--- config.mk ---
export PLATFORM = sky130hd
export DESIGN_NAME = weighted_masked_ratio_scaling
export DESIGN_NICKNAME = d
export VERILOG_FILES = /design/src/sv/wmrs_pkg.sv /design/src/sv/weighted_masked_ratio_scaling.sv /design/src/sv/wmrs_front.sv /design/src/sv/wmrs_queue.sv /design/src/sv/wmrs_divider.sv
export SDC_FILE = /design/constraint.sdc
export NUM_CORES = 2
export LEC_CHECK = 0
export ABC_AREA = 1
export BUFFER_PORTS_ARGS = -buffer_cell sky130_fd_sc_hd__buf_2
export CORE_AREA = 10 10 350 352
export CTS_CLUSTER_DIAMETER = 150
export CTS_CLUSTER_SIZE = 10
export DETAILED_ROUTE_END_ITERATION = 10
export DIE_AREA = 0 0 360 362
export GPL_ROUTABILITY_DRIVEN = 0
export HOLD_SLACK_MARGIN = 0.15
export PLACE_DENSITY = 0.81
export SYNTH_ARGS = -nofsm -noshare
export SYNTH_HDL_FRONTEND = slang
export SYNTH_SLANG_ARGS = --single-unit
--- constraint.sdc ---
create_clock -name i_clk -period 18.5 [get_ports i_clk]
set_input_delay 3.7 -clock i_clk [delete_from_list [all_inputs] [get_ports i_clk]]
set_output_delay 3.7 -clock i_clk [all_outputs]
set_load 0.01 [all_outputs]
--- src/sv/wmrs_pkg.sv ---
// ----------------------------------------------------------------------------
// wmrs_pkg
// Shared types and constants for the weighted masked ratio scaling block.
// ----------------------------------------------------------------------------
`default_nettype none

package wmrs_pkg;

    localparam int SAMPLE_W  = 24;
    localparam int WEIGHT_W  = 17;
    localparam int PROD_W    = WEIGHT_W + SAMPLE_W - 1;
    localparam int ACC_W     = 64;
    localparam int SCALE_W   = 32;
    localparam int FRAC_W    = 16;
    localparam int QUEUE_DEPTH = 2;

    localparam logic [SCALE_W-1:0] SCALE_MAX = '1;

    // One finished run: both sums, handed from the accumulator to the divider.
    typedef struct packed {
        logic [ACC_W-1:0] num;
        logic [ACC_W-1:0] den;
    } t_sums;

endpackage

`default_nettype wire

--- src/sv/weighted_masked_ratio_scaling.sv ---
// ----------------------------------------------------------------------------
// weighted_masked_ratio_scaling
// Weighted sums of unmasked slice and pattern pixels, reported per run as an
// unsigned Q16.16 ratio with zero-denominator and saturation flags.
// ----------------------------------------------------------------------------
//   channel   handshake           payload
//   pixel in  i_valid / o_ready   i_pattern_value, i_slice_value, i_weight, i_last
//   ratio out o_valid / i_ready   o_scale, o_zero_denominator, o_saturated
//
// Pixels are taken one per cycle, unless the input stalls, into a product
// register, then added into the saturating sums; a run end pushes both sums
// into a two-entry queue. The divider screens the sums, forms the quotient
// bits (a 64-bit compare and subtract each) and then loads the output; a zero
// or overflowing ratio skips the quotient bits. Input stalls only when a run
// end finds the queue full. Reset clears the sums, the queue and the output
// valid.
// ----------------------------------------------------------------------------
`default_nettype none

module weighted_masked_ratio_scaling (
    input  wire logic                                 i_clk,
    input  wire logic                                 i_rst_n,
    input  wire logic                                 i_valid,
    output logic                                      o_ready,
    input  wire logic signed [wmrs_pkg::SAMPLE_W-1:0] i_pattern_value,
    input  wire logic signed [wmrs_pkg::SAMPLE_W-1:0] i_slice_value,
    input  wire logic        [wmrs_pkg::WEIGHT_W-1:0] i_weight,
    input  wire logic                                 i_last,
    output logic                                      o_valid,
    input  wire logic                                 i_ready,
    output logic             [wmrs_pkg::SCALE_W-1:0]  o_scale,
    output logic                                      o_zero_denominator,
    output logic                                      o_saturated
);

    logic            q_full;
    logic            q_empty;
    logic            q_push;
    logic            q_pop;
    wmrs_pkg::t_sums q_push_data;
    wmrs_pkg::t_sums q_pop_data;

    wmrs_front u_front (
        .i_clk           (i_clk),
        .i_rst_n         (i_rst_n),
        .i_valid         (i_valid),
        .o_ready         (o_ready),
        .i_pattern_value (i_pattern_value),
        .i_slice_value   (i_slice_value),
        .i_weight        (i_weight),
        .i_last          (i_last),
        .i_full          (q_full),
        .o_push          (q_push),
        .o_push_data     (q_push_data)
    );

    wmrs_queue u_queue (
        .i_clk       (i_clk),
        .i_rst_n     (i_rst_n),
        .i_push      (q_push),
        .i_push_data (q_push_data),
        .o_full      (q_full),
        .i_pop       (q_pop),
        .o_pop_data  (q_pop_data),
        .o_empty     (q_empty)
    );

    wmrs_divider u_divider (
        .i_clk              (i_clk),
        .i_rst_n            (i_rst_n),
        .i_empty            (q_empty),
        .i_pop_data         (q_pop_data),
        .o_pop              (q_pop),
        .o_valid            (o_valid),
        .i_ready            (i_ready),
        .o_scale            (o_scale),
        .o_zero_denominator (o_zero_denominator),
        .o_saturated        (o_saturated)
    );

endmodule

`default_nettype wire

--- src/sv/wmrs_front.sv ---
// ----------------------------------------------------------------------------
// wmrs_front
// Accepts pixel words, forms weighted products of unmasked pixels and keeps
// the two saturating run sums. At the end of a run it pushes both sums.
// ----------------------------------------------------------------------------
`default_nettype none

module wmrs_front (
    input  wire logic                               i_clk,
    input  wire logic                               i_rst_n,
    input  wire logic                               i_valid,
    output logic                                    o_ready,
    input  wire logic signed [wmrs_pkg::SAMPLE_W-1:0] i_pattern_value,
    input  wire logic signed [wmrs_pkg::SAMPLE_W-1:0] i_slice_value,
    input  wire logic        [wmrs_pkg::WEIGHT_W-1:0] i_weight,
    input  wire logic                               i_last,
    input  wire logic                               i_full,
    output logic                                    o_push,
    output wmrs_pkg::t_sums                         o_push_data
);

    localparam int PW = wmrs_pkg::PROD_W;
    localparam int AW = wmrs_pkg::ACC_W;

    logic          r_p_valid;
    logic          r_p_last;
    logic [PW-1:0] r_p_slc;
    logic [PW-1:0] r_p_pat;
    logic [AW-1:0] r_slc_acc;
    logic [AW-1:0] r_pat_acc;

    logic          advance;
    logic          take;
    logic          keep;
    logic [AW:0]   slc_sum;
    logic [AW:0]   pat_sum;
    logic [AW-1:0] n_slc_acc;
    logic [AW-1:0] n_pat_acc;

    // Hold the product stage while a run end waits for queue room.
    assign advance = r_p_valid && (!r_p_last || !i_full);
    assign o_ready = !r_p_valid || advance;
    assign take    = i_valid && o_ready;
    assign keep    = !i_pattern_value[wmrs_pkg::SAMPLE_W-1]
                  && !i_slice_value[wmrs_pkg::SAMPLE_W-1];

    assign slc_sum = {1'b0, r_slc_acc} + (AW+1)'(r_p_slc);
    assign pat_sum = {1'b0, r_pat_acc} + (AW+1)'(r_p_pat);

    // Clamp at all ones instead of wrapping.
    assign n_slc_acc = slc_sum[AW] ? '1 : slc_sum[AW-1:0];
    assign n_pat_acc = pat_sum[AW] ? '1 : pat_sum[AW-1:0];

    assign o_push          = advance && r_p_last;
    assign o_push_data.num = n_slc_acc;
    assign o_push_data.den = n_pat_acc;

    always_ff @(posedge i_clk) begin
        if (!i_rst_n) begin
            r_p_valid <= 1'b0;
            r_slc_acc <= '0;
            r_pat_acc <= '0;
        end else begin
            if (take) begin
                r_p_valid <= 1'b1;
            end else if (advance) begin
                r_p_valid <= 1'b0;
            end
            if (advance) begin
                r_slc_acc <= r_p_last ? '0 : n_slc_acc;
                r_pat_acc <= r_p_last ? '0 : n_pat_acc;
            end
        end
    end

    always_ff @(posedge i_clk) begin
        if (take) begin
            r_p_last <= i_last;
            if (keep) begin
                r_p_slc <= PW'(i_weight) * PW'(i_slice_value[wmrs_pkg::SAMPLE_W-2:0]);
                r_p_pat <= PW'(i_weight) * PW'(i_pattern_value[wmrs_pkg::SAMPLE_W-2:0]);
            end else begin
                r_p_slc <= '0;
                r_p_pat <= '0;
            end
        end
    end

endmodule

`default_nettype wire

--- src/sv/wmrs_queue.sv ---
// ----------------------------------------------------------------------------
// wmrs_queue
// Two-entry queue of finished run sums between accumulator and divider.
// ----------------------------------------------------------------------------
`default_nettype none

module wmrs_queue (
    input  wire logic            i_clk,
    input  wire logic            i_rst_n,
    input  wire logic            i_push,
    input  wire wmrs_pkg::t_sums i_push_data,
    output logic                 o_full,
    input  wire logic            i_pop,
    output wmrs_pkg::t_sums      o_pop_data,
    output logic                 o_empty
);

    localparam int PTR_W = $clog2(wmrs_pkg::QUEUE_DEPTH);
    localparam int CNT_W = $clog2(wmrs_pkg::QUEUE_DEPTH + 1);

    wmrs_pkg::t_sums  r_mem [wmrs_pkg::QUEUE_DEPTH];
    logic [PTR_W-1:0] r_wr_ptr;
    logic [PTR_W-1:0] r_rd_ptr;
    logic [CNT_W-1:0] r_count;

    logic do_push;
    logic do_pop;

    assign o_full     = (r_count == CNT_W'(wmrs_pkg::QUEUE_DEPTH));
    assign o_empty    = (r_count == '0);
    assign do_push    = i_push && !o_full;
    assign do_pop     = i_pop && !o_empty;
    assign o_pop_data = r_mem[r_rd_ptr];

    always_ff @(posedge i_clk) begin
        if (!i_rst_n) begin
            r_wr_ptr <= '0;
            r_rd_ptr <= '0;
            r_count  <= '0;
        end else begin
            if (do_push) begin
                r_wr_ptr <= r_wr_ptr + 1'b1;
            end
            if (do_pop) begin
                r_rd_ptr <= r_rd_ptr + 1'b1;
            end
            if (do_push && !do_pop) begin
                r_count <= r_count + 1'b1;
            end else if (do_pop && !do_push) begin
                r_count <= r_count - 1'b1;
            end
        end
    end

    always_ff @(posedge i_clk) begin
        if (do_push) begin
            r_mem[r_wr_ptr] <= i_push_data;
        end
    end

endmodule

`default_nettype wire

--- src/sv/wmrs_divider.sv ---
// ----------------------------------------------------------------------------
// wmrs_divider
// Takes run sums from the queue, screens the zero and overflow cases and
// forms the Q16.16 ratio one quotient bit per cycle. Drives the result word.
// ----------------------------------------------------------------------------
`default_nettype none

module wmrs_divider (
    input  wire logic                               i_clk,
    input  wire logic                               i_rst_n,
    input  wire logic                               i_empty,
    input  wire wmrs_pkg::t_sums                    i_pop_data,
    output logic                                    o_pop,
    output logic                                    o_valid,
    input  wire logic                               i_ready,
    output logic [wmrs_pkg::SCALE_W-1:0]            o_scale,
    output logic                                    o_zero_denominator,
    output logic                                    o_saturated
);

    localparam int AW = wmrs_pkg::ACC_W;
    localparam int SW = wmrs_pkg::SCALE_W;
    localparam int FW = wmrs_pkg::FRAC_W;
    localparam int CW = $clog2(SW);

    typedef enum logic [2:0] {
        S_IDLE = 3'b001,
        S_DIV  = 3'b010,
        S_DONE = 3'b100
    } t_state;

    t_state        r_state;
    t_state        n_state;
    logic [AW-1:0] r_den;
    logic [AW-1:0] r_rem;
    logic [SW-1:0] r_dlo;
    logic [SW-1:0] r_q;
    logic [CW-1:0] r_cnt;
    logic          r_zden;
    logic          r_sat;
    logic          r_o_valid;
    logic [SW-1:0] r_o_scale;
    logic          r_o_zden;
    logic          r_o_sat;

    logic          den_zero;
    logic          too_big;
    logic [AW:0]   trial;
    logic          ge;
    logic          load_out;

    assign den_zero = (i_pop_data.den == '0);
    // Ratio reaches 2^16 only when den fits in 48 bits and num >= den * 2^16.
    assign too_big  = (i_pop_data.den[AW-1:AW-FW] == '0)
                   && (i_pop_data.num >= {i_pop_data.den[AW-FW-1:0], FW'(0)});

    assign trial    = {r_rem, r_dlo[SW-1]};
    assign ge       = (trial >= {1'b0, r_den});
    assign load_out = (r_state == S_DONE) && (!r_o_valid || i_ready);
    assign o_pop    = (r_state == S_IDLE) && !i_empty;

    always_comb begin
        n_state = r_state;
        unique case (r_state)
            S_IDLE: begin
                if (!i_empty) begin
                    n_state = (den_zero || too_big) ? S_DONE : S_DIV;
                end
            end
            S_DIV: begin
                if (r_cnt == CW'(SW - 1)) begin
                    n_state = S_DONE;
                end
            end
            S_DONE: begin
                if (load_out) begin
                    n_state = S_IDLE;
                end
            end
            default: n_state = S_IDLE;
        endcase
    end

    always_ff @(posedge i_clk) begin
        if (!i_rst_n) begin
            r_state   <= S_IDLE;
            r_o_valid <= 1'b0;
        end else begin
            r_state <= n_state;
            if (load_out) begin
                r_o_valid <= 1'b1;
            end else if (i_ready) begin
                r_o_valid <= 1'b0;
            end
        end
    end

    always_ff @(posedge i_clk) begin
        unique case (r_state)
            S_IDLE: begin
                r_den  <= i_pop_data.den;
                r_rem  <= AW'(i_pop_data.num[AW-1:FW]);
                r_dlo  <= {i_pop_data.num[FW-1:0], (SW-FW)'(0)};
                r_cnt  <= '0;
                r_zden <= den_zero;
                r_sat  <= !den_zero && too_big;
                r_q    <= (den_zero || too_big) ? wmrs_pkg::SCALE_MAX : '0;
            end
            S_DIV: begin
                // Shift in one dividend bit, subtract when it fits.
                r_rem <= ge ? AW'(trial - {1'b0, r_den}) : trial[AW-1:0];
                r_dlo <= {r_dlo[SW-2:0], 1'b0};
                r_q   <= {r_q[SW-2:0], ge};
                r_cnt <= r_cnt + 1'b1;
            end
            S_DONE: begin
                r_q <= r_q;
            end
            default: r_q <= r_q;
        endcase
        if (load_out) begin
            r_o_scale <= r_q;
            r_o_zden  <= r_zden;
            r_o_sat   <= r_sat;
        end
    end

    assign o_valid            = r_o_valid;
    assign o_scale            = r_o_scale;
    assign o_zero_denominator = r_o_zden;
    assign o_saturated        = r_o_sat;

endmodule

`default_nettype wire

# Word-level counts from Yosys, hierarchy flattened
# Memory sizes are Yosys's and may differ from the RTL's. A register that Yosys moved wholly into a read port is not among the register bits.
# Index checks and enable logic that the tools add are counted.
# totals
memories	1
reg_bits	451
out_inout_bits	36
ram_bits	256
word_cells	101
# memory_table
memory	words	word_bits	rd	rd_clocked_by_memory_dff	write_ports	line_no	text
u_queue.r_mem	2	128	1	1	1	wmrs_queue.sv:21	wmrs_pkg::t_sums r_mem [wmrs_pkg::QUEUE_DEPTH];
# classes
eq_ne	8
n_lt_le_gt_ge	2
multipliers	2
n_reduce_logical	34
n_mux	25
addsub	8
# ops
op	count
2-to-1 mux 64 bit	5
adder 64 x 40 -> 65 bit	2
case mux 32 bit (2 select lines)	2
case mux 64 bit (2 select lines)	1
multiplier 17 x 23 -> 40 bit	2
>= comparator 65 x 64 -> 1 bit	1
>= comparator 64 bit	1
logical NOT 64 bit	1
subtractor 64 bit	1
2-to-1 mux 32 bit	1
logical NOT 16 bit	1
logical AND 1 bit	12
2-to-1 mux 3 bit	4
logical NOT 1 bit	10
case mux 5 bit (2 select lines)	1
case mux 3 bit (3 select lines)	1
2-to-1 mux 1 bit	8
nonzero test 2 bit	4
adder 5 x 1 -> 5 bit (second input constant)	1
equality test 5 bit (second input constant)	1
logical OR 1 bit	4
2-to-1 mux 2 bit	2
inequality test 2 x 1 -> 1 bit (second input constant)	2
equality test 3 x 1 -> 1 bit (second input constant)	1
9 further kinds	10

# Logic depth before layout (Yosys ltp)
# logic_depth
word_depth	10
ltp_mapped	30
mapped_depth_nobuf	28

# Hierarchy
# From an unflattened synthesis, not the netlist that was laid out.
# unflattened
cells_unflattened	9243
area_unflattened_um2	70600.2
# modules_own_cells
module	area_each_um2	n_inst	cells_each
wmrs_front	44960.6	1	6606
wmrs_divider	16091.7	1	2201
wmrs_queue	9547.9	1	436

# Worst setup path after synthesis
# No wires, ideal clock.
# synth_timing
kind	input to register
start	input port i_weight[7] (netlist name)
end	register u_front.r_p_slc[32], data pin
required_time_ns	18.245
arrival_time_ns	8.991
setup_time_ns	0.255
slack_ns	9.254
stages	22
cell_sequence	clkbuf_1 > buf_1 > nand2_1 > fa_1 > inv_1 > fa_1 > inv_1 > fa_1 > inv_1 > fa_1 > fa_1 > inv_1 > fa_1 > inv_1 > ha_1 > a21oi_1 > a21boi_0 > o21ai_0 > a221oi_1 > nand3_1 > nand2_1 > nor2_1
# synth_via
elab_chain_len	1
# synth_lines
element	line_no	text
start, declared	weighted_masked_ratio_scaling.sv:27	input wire logic [wmrs_pkg::WEIGHT_W-1:0] i_weight,
multiplier 17 x 23 -> 40 bit	wmrs_front.sv:80	r_p_slc <= PW'(i_weight) * PW'(i_slice_value[wmrs_pkg::SAMPLE_W-2:0]);
end signal, assigned	wmrs_front.sv:80	
end, declared	wmrs_front.sv:27	logic [PW-1:0] r_p_slc;
# No other way between the ends.
# A chain may end at the register's enable or synchronous reset.

# Final worst setup path
# layout_timing
start	input port i_weight[13] (netlist name)
end	register u_front.r_p_slc[38], data pin
# The elaborated chain is that of the path after synthesis.

==> flow_summary.ini <==
[worst_setup_path]
worst_path_max_delay_cell = buf_2
cpMostUsedCell = fa_1
cp_num_buf_inv = 5
cp.depth = 21
crit_start = i_weight[13]
r2r_end = u_divider.r_q[16]
slowest_delay_ps = 890
cp_top_family = adder cells
reg2reg_setup_slack_ps = 13290
worstPathArrival_ps = 9920
startpoint_type = primary input
required_ps = 18890
endpoint_kind = flop
reg2regPathDepth = 16
path_cells = buf_2 -> nand2_1 -> fa_1 -> inv_1 -> fa_1 -> fa_1 -> fa_1 -> fa_1 -> inv_1 -> fa_1 -> inv_1 -> ha_1 -> nand2_1 -> nor2_1 -> nor2_1 -> a21boi_0 -> inv_1 -> o21ai_0 -> nand3_1 -> o21ai_0 -> a21oi_1
crit_type = in2reg
cp_max_fo = 46

[clock_network]
clkTransAtPathRegs_ps = 50
tritoncts = yes
cts_hold_buf = 0
cts_resized = 0
clock_path_buffers = 3
cts_root_buf = clkbuf_16
cts_buffers = 79
htreeDepth = 3
clkLatencyLatePin_ps = 650
cts_setup_buffers = 0
clock-sinks = 692

[layout]
layout.nets = 10264
instances_no_fill = 10732
final_area_um2 = 72510
syn_to_final_growth_pct = 5.646
nFillCells = 9863
post_route_cells_drive_above_1_share = 0.03400

[grt]
grt_first_pass_wirelength_mm = 312.1
grt_start_max_net_pins = 86
grt_pass1_vias = 59949
grt.total_usage = 0.2954
overflow = 0
antenna_found_initial = 4

[logic_synthesis]
netlist-cell-type-count = 52
synth_top_area_frac = 0.2424
synth_seq_cells = 692
synthCells = 9220
synth_top_area_cell = edfxtp_1
ys.flop_type = edfxtp_1
avgSynthCellArea_um2 = 7.444
syn_nets = 10344
yosysWarnings = 0
synth_edf_count = 554
synth_area_leaders = edfxtp_1, fa_1, nand2_1
ys_seq_area_frac = 0.2826
synthesis.area_um2 = 68640
async_flop_share = 0

[flow_run]
drv_cap = 0

[drt]
drt_wl_total_mm = 195.7
viasPerCell = 5.637
vias = 60500
drtPass1Iterations = 11
drt_iter0_markers = 6709
wl_per_cell_um = 18.23
drc_errors = 2
final_antenna_net_count = 0

[floorplan]
io_pins = 106
die-area_um2 = 130300
rows = 125
initial_utilization = 0.5946
fp.dieH_um = 362
core_um2 = 115400
die_x_um = 360

[sta]
skew_ps = 39.46
fin_setup_tns_ps = 0
drv_slew = 0
rsz0062_at_grt = no
hold_viol = 0
worst_slew_pin_slew_ps = 1273
setup_violations = 0
max_slew_margin = 0.1480
final.period_utilization = 0.5151
period_needed_ps = 9529
fmax_ghz = 0.1049

[place]
placed_cell_area_um2 = 70140
dp_hpwl_mm = 148.6
dp.cells = 10583
port_buffers = 105

[status]
status = complete, but fails checks
violations = design-rule violations

[min_path]
min_from = u_divider.r_q[31]
min_path_cells = 0
hold_path_class = reg2reg
worstHoldEndpoint = u_divider.o_scale[31]
## worst max-delay path by stage
stage / endpoint / slack [ps]
2_1_floorplan: u_front.r_p_slc[32] / 9250
3_3_place_gp: u_front.r_p_slc[28] / 8530
3_5_place_dp: u_front.r_p_slc[28] / 8450
4_1_cts: u_front.r_p_slc[28] / 9130
5_1_grt: u_front.r_p_slc[38] / 8670
6_report: u_front.r_p_slc[38] / 8970
## synth_stat cells, types with 3 or more instances
| cell type | instances |
|---|---|
| nor3b_1 | 5 |
| nor3_2 | 5 |
| buf_2 | 13 |
| or2_0 | 4 |
| fa_1 | 631 |
| o211ai_1 | 3 |
| nand4_1 | 88 |
| or2_1 | 31 |
| clkbuf_1 | 216 |
| o21ai_1 | 19 |
| a21oi_1 | 467 |
| nor2_1 | 576 |
| nand3b_1 | 30 |
| a31oi_1 | 17 |
| nor3_1 | 62 |
| o21bai_1 | 26 |
| or2_2 | 26 |
| nor4_1 | 16 |
| inv_1 | 1999 |
| a21o_1 | 15 |
| o21ai_2 | 4 |
| nand2_2 | 8 |
| xor2_1 | 61 |
| nand2_1 | 2993 |
| a21boi_0 | 9 |
| and3_1 | 3 |
| dfxtp_1 | 138 |
| o21a_1 | 19 |
| edfxtp_1 | 554 |
| ha_1 | 423 |
| buf_1 | 55 |
| xnor2_1 | 40 |
| a221oi_1 | 5 |
| nand3_2 | 18 |
| and2_1 | 4 |
| nand3_1 | 376 |
| buf_6 | 19 |
| inv_2 | 4 |
| o21ai_0 | 221 |
## stage by stage
stage | hold WS (ps) | util | setup slack [ps]
after detailed placement | 412.4 | 0.6077 | 8450
after floorplan | 400.3 | - | 9254
final | 428.0 | 0.6282 | 8971
after global placement | 405.8 | 0.6077 | 8535
after global routing | 448.9 | 0.6282 | 8668
after CTS | 425.3 | 0.6282 | 9130
## cell families (layout without fill, tap and decap cells)
family	after synthesis	after routing	synth area share
buffers and inverters	2310	2297	0.1287
AO/OA/AOI/OAI	813	813	0.06306
AND/OR/NAND/NOR	4249	4249	0.2514
multiplexers	1	1	0.0001458
flip-flops	692	692	0.2826
other	0	1	0
XOR/XNOR	101	101	0.01289
adder cells (fa/ha/maj)	1054	1054	0.2612
## routing by layer
layer  vias to the layer above  global-route usage  wire length (um)
li1                      27972                   -                 -
met1                     28373              0.3707             73030
met2                      3465              0.4882             90560
met3                       684             0.05235             20820
met4                         6              0.1531             11220
met5                         -                   0                45
## area by class of cell
class                   instances  area [um2]  area share
clock buffers                 141        2231     0.03077
well taps                    1524        1907     0.02630
diodes                          1       2.502  0.00003451
multi-input cells            6218       40480      0.5583
repair buffers                145       825.8     0.01139
flip-flops and latches        692       19400      0.2676
inverters                    2004        7526      0.1038
clock inverters                 7       135.1    0.001864
## worst register-to-register path: stages, from the launching register on
cell and delay, ps:
dfxtp_4 650, clkinv_2 870, buf_4 640, or2_1 350, o21ai_1 250, ha_1 330, a21oi_1 150, o21a_1 140
nand2_1 70, nand2_1 60, nand3_1 190, nand2_1 130, nand2_1 90, nand2_1 180, nand2_1 110, nand2_2 480
nand2_1 230
## layout by cell type (no fill, tap or decap), drive strengths merged, types with 141 or more instances in the layout
cell type and count:
nand2 3001, inv 2007, fa 631, nor2 578, edfxtp 554, a21oi 468, ha 423, nand3 394
o21ai 244, buf 145, clkbuf 141
## state kept, by name (all words and copies together) (netlist names), 16 cells and up, named ones only
register,cells
u_divider.r_dlo,16
u_divider.r_q,32
u_queue.r_mem,256
u_divider.r_den,64
u_front.r_p_slc,40
u_front.r_p_pat,40
u_divider.r_rem,64
u_front.r_pat_acc,64
u_divider.o_scale,32
u_front.r_slc_acc,64
Power is left out: the tool's default activity adds up to more than one toggle a clock period on the data nets, which glitch-free logic cannot reach.
